### src/rtl/swcl_pkg.sv
package swcl_pkg;

  // Address space and list limits.
  localparam int ADDR_W       = 19;
  localparam int CNT_W        = 12;
  localparam int MAX_COMMANDS = 2000;
  localparam int TABLE_STRIDE = 32;

  // Request kinds.
  localparam logic REQ_FRAME = 1'b0;
  localparam logic REQ_CMD   = 1'b1;

  // Jump modes from control bits 13:12.
  localparam logic [1:0] JMP_NEXT   = 2'd0;
  localparam logic [1:0] JMP_ASSIGN = 2'd1;
  localparam logic [1:0] JMP_CALL   = 2'd2;
  localparam logic [1:0] JMP_RETURN = 2'd3;

  // Draw operation codes.
  localparam logic [3:0] OP_NONE      = 4'd0;
  localparam logic [3:0] OP_NORMAL    = 4'd1;
  localparam logic [3:0] OP_SCALED    = 4'd2;
  localparam logic [3:0] OP_DISTORTED = 4'd3;
  localparam logic [3:0] OP_POLYGON   = 4'd4;
  localparam logic [3:0] OP_POLYLINE  = 4'd5;
  localparam logic [3:0] OP_LINE      = 4'd6;
  localparam logic [3:0] OP_USER_CLIP = 4'd7;
  localparam logic [3:0] OP_SYS_CLIP  = 4'd8;
  localparam logic [3:0] OP_LOCAL     = 4'd9;
  localparam logic [3:0] OP_BAD       = 4'd10;

  // Configuration register indexes.
  localparam logic [1:0] CFG_PLOT_TRIGGER   = 2'd0;
  localparam logic [1:0] CFG_DISPLAY_ON     = 2'd1;
  localparam logic [1:0] CFG_DISPLAY_TOGGLE = 2'd2;

  // Queue between front and back.
  localparam int QUEUE_DEPTH = 4;
  localparam int QPTR_W      = $clog2(QUEUE_DEPTH);

  typedef struct packed {
    logic [1:0] plot_trigger;
    logic       display_on;
    logic       display_toggle;
  } swcl_cfg_t;

  // One classified request as it travels from front to back.
  typedef struct packed {
    logic              req_type;
    logic              end_bit;
    logic [1:0]        jmode;
    logic [3:0]        op;
    logic [ADDR_W-1:0] target;
  } swcl_entry_t;

  typedef struct packed {
    logic            full;
    logic            empty;
    logic [QPTR_W:0] count;
  } swcl_q_stat_t;

  // Command code to draw operation.
  function automatic logic [3:0] op_of_code(input logic [3:0] code);
    logic [3:0] op;
    case (code)
      4'd0:    op = OP_NORMAL;
      4'd1:    op = OP_SCALED;
      4'd2:    op = OP_DISTORTED;
      4'd4:    op = OP_POLYGON;
      4'd5:    op = OP_POLYLINE;
      4'd6:    op = OP_LINE;
      4'd8:    op = OP_USER_CLIP;
      4'd9:    op = OP_SYS_CLIP;
      4'd10:   op = OP_LOCAL;
      default: op = OP_BAD;
    endcase
    return op;
  endfunction

endpackage

### src/rtl/swcl_in_if.sv
interface swcl_in_if;
  logic        valid;
  logic        ready;
  logic        req_type;
  logic [15:0] cmd_control;
  logic [15:0] cmd_link;

  modport source (output valid, req_type, cmd_control, cmd_link, input ready);
  modport sink   (input valid, req_type, cmd_control, cmd_link, output ready);
endinterface

### src/rtl/swcl_out_if.sv
interface swcl_out_if;
  logic                       valid;
  logic                       ready;
  logic [3:0]                 draw_op;
  logic [swcl_pkg::ADDR_W-1:0] fetch_addr;
  logic                       list_done;
  logic                       draw_end_irq;
  logic [1:0]                 end_status;

  modport source (output valid, draw_op, fetch_addr, list_done, draw_end_irq, end_status,
                  input ready);
  modport sink   (input valid, draw_op, fetch_addr, list_done, draw_end_irq, end_status,
                  output ready);
endinterface

### src/rtl/swcl_front.sv
module swcl_front (
  swcl_in_if.sink             in_req,
  input  logic                q_full,
  output logic                push,
  output swcl_pkg::swcl_entry_t entry
);

  logic [31:0] link_scaled;

  // Accept whenever the queue has room.
  assign in_req.ready = !q_full;
  assign push         = in_req.valid && !q_full;

  // The jump target is the link word times eight, wrapped to the address space.
  assign link_scaled = {13'd0, in_req.cmd_link, 3'b000};

  // Classify the request; a skipped table draws nothing.
  always_comb begin
    entry.req_type = in_req.req_type;
    entry.end_bit  = in_req.cmd_control[15];
    entry.jmode    = in_req.cmd_control[13:12];
    entry.op       = in_req.cmd_control[14] ? swcl_pkg::OP_NONE
                                            : swcl_pkg::op_of_code(in_req.cmd_control[3:0]);
    entry.target   = link_scaled[swcl_pkg::ADDR_W-1:0];
  end

endmodule

### src/rtl/swcl_queue.sv
module swcl_queue (
  input  logic                  clk,
  input  logic                  rst_n,
  input  logic                  push,
  input  swcl_pkg::swcl_entry_t push_entry,
  input  logic                  pop,
  output swcl_pkg::swcl_entry_t head,
  output swcl_pkg::swcl_q_stat_t stat
);

  swcl_pkg::swcl_entry_t             mem_r [swcl_pkg::QUEUE_DEPTH];
  logic [swcl_pkg::QPTR_W-1:0] wr_ptr_r, wr_ptr_nxt;
  logic [swcl_pkg::QPTR_W-1:0] rd_ptr_r, rd_ptr_nxt;
  logic [swcl_pkg::QPTR_W:0]   count_r, count_nxt;
  logic                        do_push;
  logic                        do_pop;

  assign stat.full  = (count_r == (swcl_pkg::QPTR_W+1)'(swcl_pkg::QUEUE_DEPTH));
  assign stat.empty = (count_r == '0);
  assign stat.count = count_r;
  assign head       = mem_r[rd_ptr_r];

  assign do_push = push && !stat.full;
  assign do_pop  = pop && !stat.empty;

  // Pointer and fill count update.
  always_comb begin
    wr_ptr_nxt = do_push ? wr_ptr_r + 1'b1 : wr_ptr_r;
    rd_ptr_nxt = do_pop ? rd_ptr_r + 1'b1 : rd_ptr_r;
    count_nxt  = count_r;
    if (do_push && !do_pop) begin
      count_nxt = count_r + 1'b1;
    end else if (do_pop && !do_push) begin
      count_nxt = count_r - 1'b1;
    end
  end

  always_ff @(posedge clk) begin
    if (!rst_n) begin
      wr_ptr_r <= '0;
      rd_ptr_r <= '0;
      count_r  <= '0;
    end else begin
      wr_ptr_r <= wr_ptr_nxt;
      rd_ptr_r <= rd_ptr_nxt;
      count_r  <= count_nxt;
    end
  end

  // Entry storage.
  always_ff @(posedge clk) begin
    if (do_push) begin
      mem_r[wr_ptr_r] <= push_entry;
    end
  end

endmodule

### src/rtl/swcl_back.sv
module swcl_back (
  input  logic                   clk,
  input  logic                   rst_n,
  input  swcl_pkg::swcl_cfg_t    cfg,
  input  swcl_pkg::swcl_q_stat_t q_stat,
  input  swcl_pkg::swcl_entry_t  head,
  output logic                   pop,
  swcl_out_if.source             out_res
);

  localparam int AW = swcl_pkg::ADDR_W;

  logic [AW-1:0]                table_addr_r, table_addr_nxt;
  logic [AW-1:0]                return_addr_r, return_addr_nxt;
  logic                         return_valid_r, return_valid_nxt;
  logic [swcl_pkg::CNT_W-1:0]   count_r, count_nxt;
  logic                         active_r, active_nxt;
  logic [1:0]                   end_flags_r, end_flags_nxt;

  logic                         out_valid_r;
  logic [3:0]                   op_r, op_nxt;
  logic                         done_r, done_nxt;
  logic                         irq_r, irq_nxt;

  logic                         enabled;
  logic                         at_limit;
  logic [AW-1:0]                following;

  // Take the next request when the output register is free or being drained.
  assign pop = !q_stat.empty && (!out_valid_r || out_res.ready);

  assign enabled   = (cfg.plot_trigger != 2'd0) && cfg.display_on && cfg.display_toggle;
  assign at_limit  = (count_r >= swcl_pkg::CNT_W'(swcl_pkg::MAX_COMMANDS));
  assign following = table_addr_r + AW'(swcl_pkg::TABLE_STRIDE);

  // List walk: frame start, end detection and next-address choice.
  always_comb begin
    table_addr_nxt   = table_addr_r;
    return_addr_nxt  = return_addr_r;
    return_valid_nxt = return_valid_r;
    count_nxt        = count_r;
    active_nxt       = active_r;
    end_flags_nxt    = end_flags_r;
    op_nxt           = swcl_pkg::OP_NONE;
    done_nxt         = 1'b1;
    irq_nxt          = 1'b0;
    if (head.req_type == swcl_pkg::REQ_FRAME) begin
      if (!enabled) begin
        active_nxt = 1'b0;
      end else begin
        table_addr_nxt   = '0;
        return_addr_nxt  = '0;
        return_valid_nxt = 1'b0;
        count_nxt        = '0;
        end_flags_nxt    = {1'b0, end_flags_r[1]};
        active_nxt       = 1'b1;
        done_nxt         = 1'b0;
      end
    end else if (active_r) begin
      if (head.end_bit || at_limit) begin
        end_flags_nxt = {1'b1, end_flags_r[0]};
        active_nxt    = 1'b0;
        irq_nxt       = 1'b1;
      end else begin
        op_nxt   = head.op;
        done_nxt = 1'b0;
        case (head.jmode)
          swcl_pkg::JMP_NEXT: begin
            table_addr_nxt = following;
          end
          swcl_pkg::JMP_ASSIGN: begin
            table_addr_nxt = head.target;
          end
          swcl_pkg::JMP_CALL: begin
            if (!return_valid_r) begin
              return_addr_nxt  = following;
              return_valid_nxt = 1'b1;
            end
            table_addr_nxt = head.target;
          end
          default: begin
            if (return_valid_r) begin
              table_addr_nxt   = return_addr_r;
              return_valid_nxt = 1'b0;
            end else begin
              table_addr_nxt = following;
            end
          end
        endcase
        count_nxt = count_r + 1'b1;
      end
    end
  end

  // Walker state.
  always_ff @(posedge clk) begin
    if (!rst_n) begin
      table_addr_r   <= '0;
      return_addr_r  <= '0;
      return_valid_r <= 1'b0;
      count_r        <= '0;
      active_r       <= 1'b0;
      end_flags_r    <= '0;
    end else if (pop) begin
      table_addr_r   <= table_addr_nxt;
      return_addr_r  <= return_addr_nxt;
      return_valid_r <= return_valid_nxt;
      count_r        <= count_nxt;
      active_r       <= active_nxt;
      end_flags_r    <= end_flags_nxt;
    end
  end

  // Output register.
  always_ff @(posedge clk) begin
    if (!rst_n) begin
      out_valid_r <= 1'b0;
    end else if (pop) begin
      out_valid_r <= 1'b1;
    end else if (out_res.ready) begin
      out_valid_r <= 1'b0;
    end
  end

  always_ff @(posedge clk) begin
    if (pop) begin
      op_r   <= op_nxt;
      done_r <= done_nxt;
      irq_r  <= irq_nxt;
    end
  end

  // Address and end status in the result are the state after the request.
  assign out_res.valid        = out_valid_r;
  assign out_res.draw_op      = op_r;
  assign out_res.fetch_addr   = table_addr_r;
  assign out_res.list_done    = done_r;
  assign out_res.draw_end_irq = irq_r;
  assign out_res.end_status   = end_flags_r;

endmodule

### src/rtl/sprite_command_list_walker_unit.sv
// Sprite command list walker.
// Requests arrive on in_req (valid/ready): a frame start, or the control and
// link words of one fetched command table. Each request gives exactly one
// result on out_res (valid/ready): the draw operation, the byte address of the
// next table to fetch, the list-done and draw-end flags and the end status.
// The cfg_we/cfg_index/cfg_wdata port writes plot trigger, display enable and
// display toggle; write it only while no request is in flight.
// A front stage classifies each request into a four-entry queue; a back stage
// walks the list and loads the output register. One request per cycle is
// sustained while out_res.ready is high. A request goes into the queue, then
// into the output register. The back stage's state update sets that rate.
// Reset clears the queue, the output valid flag and the walker state (idle,
// all addresses and flags zero); the display toggle resets to one. When the
// receiver stalls the result holds, the back stage waits and the queue fills;
// in_req.ready drops once four requests are queued.
module sprite_command_list_walker_unit (
  input  logic       clk,
  input  logic       rst_n,
  swcl_in_if.sink    in_req,
  swcl_out_if.source out_res,
  input  logic       cfg_we,
  input  logic [1:0] cfg_index,
  input  logic [1:0] cfg_wdata
);

  swcl_pkg::swcl_cfg_t    cfg_r;
  swcl_pkg::swcl_entry_t  push_entry;
  swcl_pkg::swcl_entry_t  head;
  swcl_pkg::swcl_q_stat_t q_stat;
  logic                   push;
  logic                   pop;

  // Configuration registers.
  always_ff @(posedge clk) begin
    if (!rst_n) begin
      cfg_r.plot_trigger   <= 2'd0;
      cfg_r.display_on     <= 1'b0;
      cfg_r.display_toggle <= 1'b1;
    end else if (cfg_we) begin
      case (cfg_index)
        swcl_pkg::CFG_PLOT_TRIGGER:   cfg_r.plot_trigger   <= cfg_wdata;
        swcl_pkg::CFG_DISPLAY_ON:     cfg_r.display_on     <= cfg_wdata[0];
        swcl_pkg::CFG_DISPLAY_TOGGLE: cfg_r.display_toggle <= cfg_wdata[0];
        default: begin
        end
      endcase
    end
  end

  swcl_front u_front (
    .in_req (in_req),
    .q_full (q_stat.full),
    .push   (push),
    .entry  (push_entry)
  );

  swcl_queue u_queue (
    .clk        (clk),
    .rst_n      (rst_n),
    .push       (push),
    .push_entry (push_entry),
    .pop        (pop),
    .head       (head),
    .stat       (q_stat)
  );

  swcl_back u_back (
    .clk     (clk),
    .rst_n   (rst_n),
    .cfg     (cfg_r),
    .q_stat  (q_stat),
    .head    (head),
    .pop     (pop),
    .out_res (out_res)
  );

  // The back stage never takes a request from an empty queue.
  a_pop_nonempty: assert property (@(posedge clk) disable iff (!rst_n)
    pop |-> !q_stat.empty)
    else $error("pop from empty queue");

  // A draw-end result always closes the list.
  a_irq_done: assert property (@(posedge clk) disable iff (!rst_n)
    (out_res.valid && out_res.draw_end_irq) |-> out_res.list_done)
    else $error("draw-end without list done");

  // A draw-end result always shows the current-end flag.
  a_irq_flag: assert property (@(posedge clk) disable iff (!rst_n)
    (out_res.valid && out_res.draw_end_irq) |-> out_res.end_status[1])
    else $error("draw-end without end flag");

  // A push without a pop raises the queue occupancy by one.
  a_count_step: assert property (@(posedge clk) disable iff (!rst_n)
    (push && !pop) |=> (q_stat.count == $past(q_stat.count) + 1'b1))
    else $error("queue count did not follow a push");

endmodule
### src/flat_wrapper.sv
// flat-port wrapper written by rule: the top's interface ports become plain ports
module sprite_command_list_walker_unit_flat 
  (clk, rst_n, cfg_we, cfg_index, cfg_wdata, in_req_valid, in_req_req_type, in_req_cmd_control, in_req_cmd_link, in_req_ready, out_res_valid, out_res_draw_op, out_res_fetch_addr, out_res_list_done, out_res_draw_end_irq, out_res_end_status, out_res_ready);
  swcl_in_if in_req_i ();
  swcl_out_if out_res_i ();
  input  logic clk;
  input  logic rst_n;
  input  logic cfg_we;
  input  logic [1:0] cfg_index;
  input  logic [1:0] cfg_wdata;
  input wire logic [$bits(in_req_i.valid)-1:0] in_req_valid;
  input wire logic [$bits(in_req_i.req_type)-1:0] in_req_req_type;
  input wire logic [$bits(in_req_i.cmd_control)-1:0] in_req_cmd_control;
  input wire logic [$bits(in_req_i.cmd_link)-1:0] in_req_cmd_link;
  output wire logic [$bits(in_req_i.ready)-1:0] in_req_ready;
  output wire logic [$bits(out_res_i.valid)-1:0] out_res_valid;
  output wire logic [$bits(out_res_i.draw_op)-1:0] out_res_draw_op;
  output wire logic [$bits(out_res_i.fetch_addr)-1:0] out_res_fetch_addr;
  output wire logic [$bits(out_res_i.list_done)-1:0] out_res_list_done;
  output wire logic [$bits(out_res_i.draw_end_irq)-1:0] out_res_draw_end_irq;
  output wire logic [$bits(out_res_i.end_status)-1:0] out_res_end_status;
  input wire logic [$bits(out_res_i.ready)-1:0] out_res_ready;
  assign in_req_i.valid = in_req_valid;
  assign in_req_i.req_type = in_req_req_type;
  assign in_req_i.cmd_control = in_req_cmd_control;
  assign in_req_i.cmd_link = in_req_cmd_link;
  assign in_req_ready = in_req_i.ready;
  assign out_res_valid = out_res_i.valid;
  assign out_res_draw_op = out_res_i.draw_op;
  assign out_res_fetch_addr = out_res_i.fetch_addr;
  assign out_res_list_done = out_res_i.list_done;
  assign out_res_draw_end_irq = out_res_i.draw_end_irq;
  assign out_res_end_status = out_res_i.end_status;
  assign out_res_i.ready = out_res_ready;
  sprite_command_list_walker_unit u_core (.clk(clk), .rst_n(rst_n), .in_req(in_req_i), .out_res(out_res_i), .cfg_we(cfg_we), .cfg_index(cfg_index), .cfg_wdata(cfg_wdata));
endmodule
### config.mk
export PLATFORM = sky130hd
export DESIGN_NAME = sprite_command_list_walker_unit_flat
export DESIGN_NICKNAME = d
export VERILOG_FILES = /design/src/rtl/swcl_pkg.sv /design/src/rtl/swcl_in_if.sv /design/src/rtl/swcl_out_if.sv /design/src/rtl/swcl_front.sv /design/src/rtl/swcl_queue.sv /design/src/rtl/swcl_back.sv /design/src/rtl/sprite_command_list_walker_unit.sv /design/src/flat_wrapper.sv
export SDC_FILE = /design/constraint.sdc
export NUM_CORES = 1
export LEC_CHECK = 0
export ABC_AREA = 1
export BUFFER_PORTS_ARGS = -buffer_cell sky130_fd_sc_hd__buf_2
export CAP_MARGIN = 5
export CORE_MARGIN = 8
export CORE_UTILIZATION = 54
export CTS_CLUSTER_DIAMETER = 40
export DETAILED_ROUTE_END_ITERATION = 8
export HOLD_SLACK_MARGIN = 0.15
export PLACE_DENSITY = 0.73
export SLEW_MARGIN = 25
export SYNTH_ARGS = -nofsm -noshare
export SYNTH_HDL_FRONTEND = slang
export SYNTH_SLANG_ARGS = --single-unit
### constraint.sdc
create_clock -name clk -period 2.65 [get_ports clk]
set_input_delay 0.3975 -clock clk [delete_from_list [all_inputs] [get_ports clk]]
set_output_delay 0.3975 -clock clk [all_outputs]
set_load 0.03 [all_outputs]
==> results.md <==
- The DRC violation count after routing is 0.
- The number of global-route vias before repair is between 5,000 and 6,000.
- The run finished with clean final reports.
- The total detailed-routing wirelength is 16.96 mm.
- The post-route netlist has between 10% and 20% of its cells at a drive strength greater than 1.
- The count of routing violations after the opening detailed-route iteration is ~570.
- STA puts the critical path data required time at around 3.0 ns.
- The average cell area after synthesis is 8.746 sq um.
- The final weighted congestion in routability-driven placement is 0.8492.
- From synthesis to final layout, the design area changed by 14.37%.
- The path with the worst hold slack has its endpoint at u_core.u_queue.mem_r[2][11]$_DFFE_PP_.
- Summing the sequential cell areas from Yosys gives 56.78% of the chip area.
- The standard cell core area is 14,310 sq um.
- The antenna cell count is 0.
- In the final routed layout, each cell accounts on average for 14.67 um.
- The depth of the worst register-to-register path is 10.
- The clock tree synthesis step divided the H-tree into 4 levels.
- The final critical-path setup slack is 0.2404 ns.
- Internal power comes to between 5 and 6 mW.
- Leaving out fill and tap cells, the most frequent cells in the layout are sky130_fd_sc_hd__nand2_1, sky130_fd_sc_hd__nand3_1, sky130_fd_sc_hd__edfxtp_1.
- The synthesis warning total is 0.
- Port buffering added 62 buffers.
- In the routed layout, each cell is associated on average with a via count of 5.311.
- The first TritonRoute pass finished after 5 iterations.
- In this run the register-to-register setup slack is 0.24 ns.
- The boundary pin count is 71.
- The total global routing overflow is 0.
- Counting along the longest clock path gives a buffer depth of 2.
- The area enclosed by the die boundary is about 19,000 sq um.
- Net switching is 37.33% of the power.
- The largest total area in the synthesized netlist belongs to sky130_fd_sc_hd__edfxtp_1.
- The number of rows in the core area is 44.
- The top-area cell type share of the netlist area is between 30% and 40%.
- The post-CTS setup buffer count is 0.
- The initial antenna violation count is 0.
- The path category of the worst min-delay check is primary input to flop.
- The final count of pins violating max slew came to 0.
- The most common cell after layout, fill and taps aside is sky130_fd_sc_hd__nand2_1.
- For the worst setup path, the data arrival time is 2.73 ns.
- The beginning of the worst hold path is in_req_cmd_link[11].
- The final number of setup-violating endpoints is 0.
- The signal on the critical path passes through nand2_1, a32oi_1, inv_1, ha_2, inv_1, nor2_1, nor3_1, nand2_1, o21ai_0, nor2_1.
- Clock tree synthesis selected as its root buffer the cell sky130_fd_sc_hd__clkbuf_16.
- The highest clock frequency the design can meet is just over 0.4 GHz.
- The dominant synthesized flop cell is sky130_fd_sc_hd__edfxtp_1.
- Summed over all failing endpoints, the final setup total negative slack is 0 ns.
- The number of routed nets with antenna violations is 0.
- The height of the die is 136.1 um.
- The slew at the pin closest to its max-slew limit is 0.5726 ns.
- The final-report hold violation count was 0.
- The synthesized instance count is just under 900.
- The cell with the largest stage delay on the worst path is sky130_fd_sc_hd__dfxtp_1.
- The endpoint identified for the worst register-to-register timing path is u_core.u_back.out_res.fetch_addr[2]$_SDFFE_PN0P_.
- On the worst path, the slowest cell contributes a delay of roughly 0.57 ns.
- The max-slew headroom at the worst pin is roughly three fifths.
- The shortest clock period the worst path allows after layout is 2.410 ns.
- Clock latency on the worst-skew pair, taken at its later pin, is 0.43 ns.
- Counting instances, the worst hold path has a depth of 1.
- The final worst-path cycle share is 90.93%.
- The maximum net fanout on the critical path is 12.
- The power share of the combinational group is 33.8%.
- The effective utilization at floorplan is between 50% and 60%.
- The sequential share of power is between 30% and 40%.
- The number of enable flip-flop cells after synthesis is 102.
- The detailed placer's ending HPWL is 11.39 mm.
- The tree built by TritonCTS fans out to 170 sinks.
- The overall routing resource usage is a little under a fifth.
- The filler cell count is 1,259.
- At the end of the flow, the number of nets in the layout was 1,019.
- The start-to-end type of the worst setup path is flop to flop.
- When the netlist entered floorplanning its net count stood at 951.
- The share of total power dissipated in the clock network is 28.2%.
- Across the VDD grid, the largest voltage drop is 0.6136 mV.
- In this run the horizontal extent of the chip is around 140 um.
- The count of cell types in the netlist is 40.
- Clock-pin slew was measured on the worst setup and hold paths at 0.07 ns.
- The power per unit of standard cell area is 946.4 nW/um^2.
- The routed layout has 6,140 vias.
- Synthesis inferred 170 register bits.
- STA classifies the critical path endpoint as a flop.
- The first global-routing pass estimated 27.97 mm of wire.
- Setup repair after global routing left no endpoint under its margin.
- The clock tree from TritonCTS is done.
- By area the synthesized netlist is led by sky130_fd_sc_hd__edfxtp_1, sky130_fd_sc_hd__dfxtp_1, sky130_fd_sc_hd__nand2_1.
- On the final layout, the worst clock skew is 0.007934 ns.
- Hold timing on the final database bottoms out at a slack of 0.1764 ns.
- The count of max-cap constraint violations is 0.
- In this run the static leakage power is 3.491 nW.
- Summed over all nets, the switching power comes to 3.148 mW.
- The post-cts hold buffer count is 0.
- The pin count of the biggest net entering global routing is 42.
- The worst setup path is launched from a flop.
- The fraction of registers with async set/reset is 0%.
- Clock tree synthesis inserted a total of 17 buffers.
- Summing every instance area after synthesis gives about 7800 sq um.
- Prior to clock tree synthesis, the placed netlist has a worst setup slack of 0.1782 ns.
-- cells in the mapped netlist (2+ instances only) --
cell type                    n
sky130_fd_sc_hd__nor2_1     87
sky130_fd_sc_hd__o211ai_1    5
sky130_fd_sc_hd__a211oi_1    2
sky130_fd_sc_hd__inv_1      63
sky130_fd_sc_hd__buf_4       5
sky130_fd_sc_hd__buf_2       3
sky130_fd_sc_hd__o21a_1      2
sky130_fd_sc_hd__nor3_2      2
sky130_fd_sc_hd__inv_2       5
sky130_fd_sc_hd__nand2_2     4
sky130_fd_sc_hd__clkbuf_1   24
sky130_fd_sc_hd__nor3_1      8
sky130_fd_sc_hd__ha_1       17
sky130_fd_sc_hd__buf_1       3
sky130_fd_sc_hd__o21ai_1     3
sky130_fd_sc_hd__dfxtp_1    68
sky130_fd_sc_hd__buf_6       2
sky130_fd_sc_hd__nand3_2     2
sky130_fd_sc_hd__nand3_1   103
sky130_fd_sc_hd__a21oi_1    64
sky130_fd_sc_hd__or2_2       4
sky130_fd_sc_hd__o21ai_0    38
sky130_fd_sc_hd__xnor2_1     2
sky130_fd_sc_hd__nand2_1   249
sky130_fd_sc_hd__a311oi_1    2
sky130_fd_sc_hd__xor2_1      4
sky130_fd_sc_hd__o21bai_1    2
sky130_fd_sc_hd__nand4_1     4
sky130_fd_sc_hd__a32oi_1     2
sky130_fd_sc_hd__edfxtp_1  102
-- how the worst max path moves through the flow --
stage,cells past startpoint,startpoint,endpoint
CTS,9,flop,u_core.u_back.out_res.fetch_addr[14]$_SDFFE_PN0P_
global route,11,flop,u_core.u_back.out_res.fetch_addr[16]$_SDFFE_PN0P_
finish,10,flop,u_core.u_back.out_res.fetch_addr[2]$_SDFFE_PN0P_
detailed placement,9,flop,u_core.u_back.out_res.fetch_addr[14]$_SDFFE_PN0P_
floorplan,13,flop,u_core.u_back.out_res.fetch_addr[5]$_SDFFE_PN0P_
global placement,9,flop,u_core.u_back.out_res.fetch_addr[14]$_SDFFE_PN0P_
-- critical path: cells and delay by family (launching register included) --
family	cells	cell delay [ns]
flip-flops	1	0.57
buffers and inverters	2	0.24
AO/OA/AOI/OAI	2	0.54
AND/OR/NAND/NOR	5	0.75
adder cells (fa/ha/maj)	1	0.20
-- kinds of logic (layout without fill, tap and decap cells) --
family	after synthesis	count (layout)	synth area share (%)
and+or+nand+nor	467	467	25.21
adders and majority gates	18	18	2.986
xor gates and xnor gates	6	6	0.6744
DFF	170	170	56.78
AOI/OAI and AO/OA	123	123	8.638
muxes	1	1	0.1285
buffers and inverters	106	187	5.588
-- metrics by stage --
step	instances	util, %	instance area (sq um)	power (mW)
after floorplan	891	-	7794	5.206
after global routing	1156	62.26	8912	8.921
after detailed placement	1124	58.31	8347	6.072
after CTS	1156	62.25	8910	8.437
after global placement	1124	58.31	8347	6.024
final	1156	62.26	8912	8.435
-- timing repair --
item | 4_1_cts | 5_1_grt
endpoints found under the setup margin | 0 | 2
resized for setup | 0 | 1
endpoints found under the hold margin | 0 | 0
-- layout make-up --
type                    count  area [sq um]  area share, %
repair buffers             86         490.5          5.503
flip-flops and latches    170          4424          49.64
multi-input cells         615          2945          33.05
clock inverters            15         137.6          1.544
inverters                  69         259.0          2.906
clock buffers              17         425.4          4.773
well taps                 184         230.2          2.583
-- metal layers --
layer	share of wire [%]	GRT usage [%]
met5	0	0
met4	1.7	7.871
met3	3.7	3.252
met2	48	31.75
met1	46	24.28
-- sequential cells by signal (all words and copies together), names as in the netlist, 2 cells and up, named ones only --
signal                            cells
u_core.cfg_r                          4
u_core.u_back.count_r                12
u_core.u_back.out_res.draw_op         4
u_core.u_back.out_res.end_status      2
u_core.u_back.out_res.fetch_addr     19
u_core.u_back.return_addr_r          19
u_core.u_queue.count_r                3
u_core.u_queue.mem_r                 96
u_core.u_queue.rd_ptr_r               2
u_core.u_queue.wr_ptr_r               2
-- power by group through the flow --
stage | sequential [mW] | combinational, mW | clock [mW]
CTS | 3.21 | 2.82 | 2.41
detailed placement | 3.26 | 2.81 | 0
floorplan | 3.33 | 1.88 | 0
finish | 3.20 | 2.85 | 2.38
global route | 3.23 | 3.18 | 2.51
global placement | 3.25 | 2.77 | 0
No activity file was read; power rests on OpenSTA's default activity.
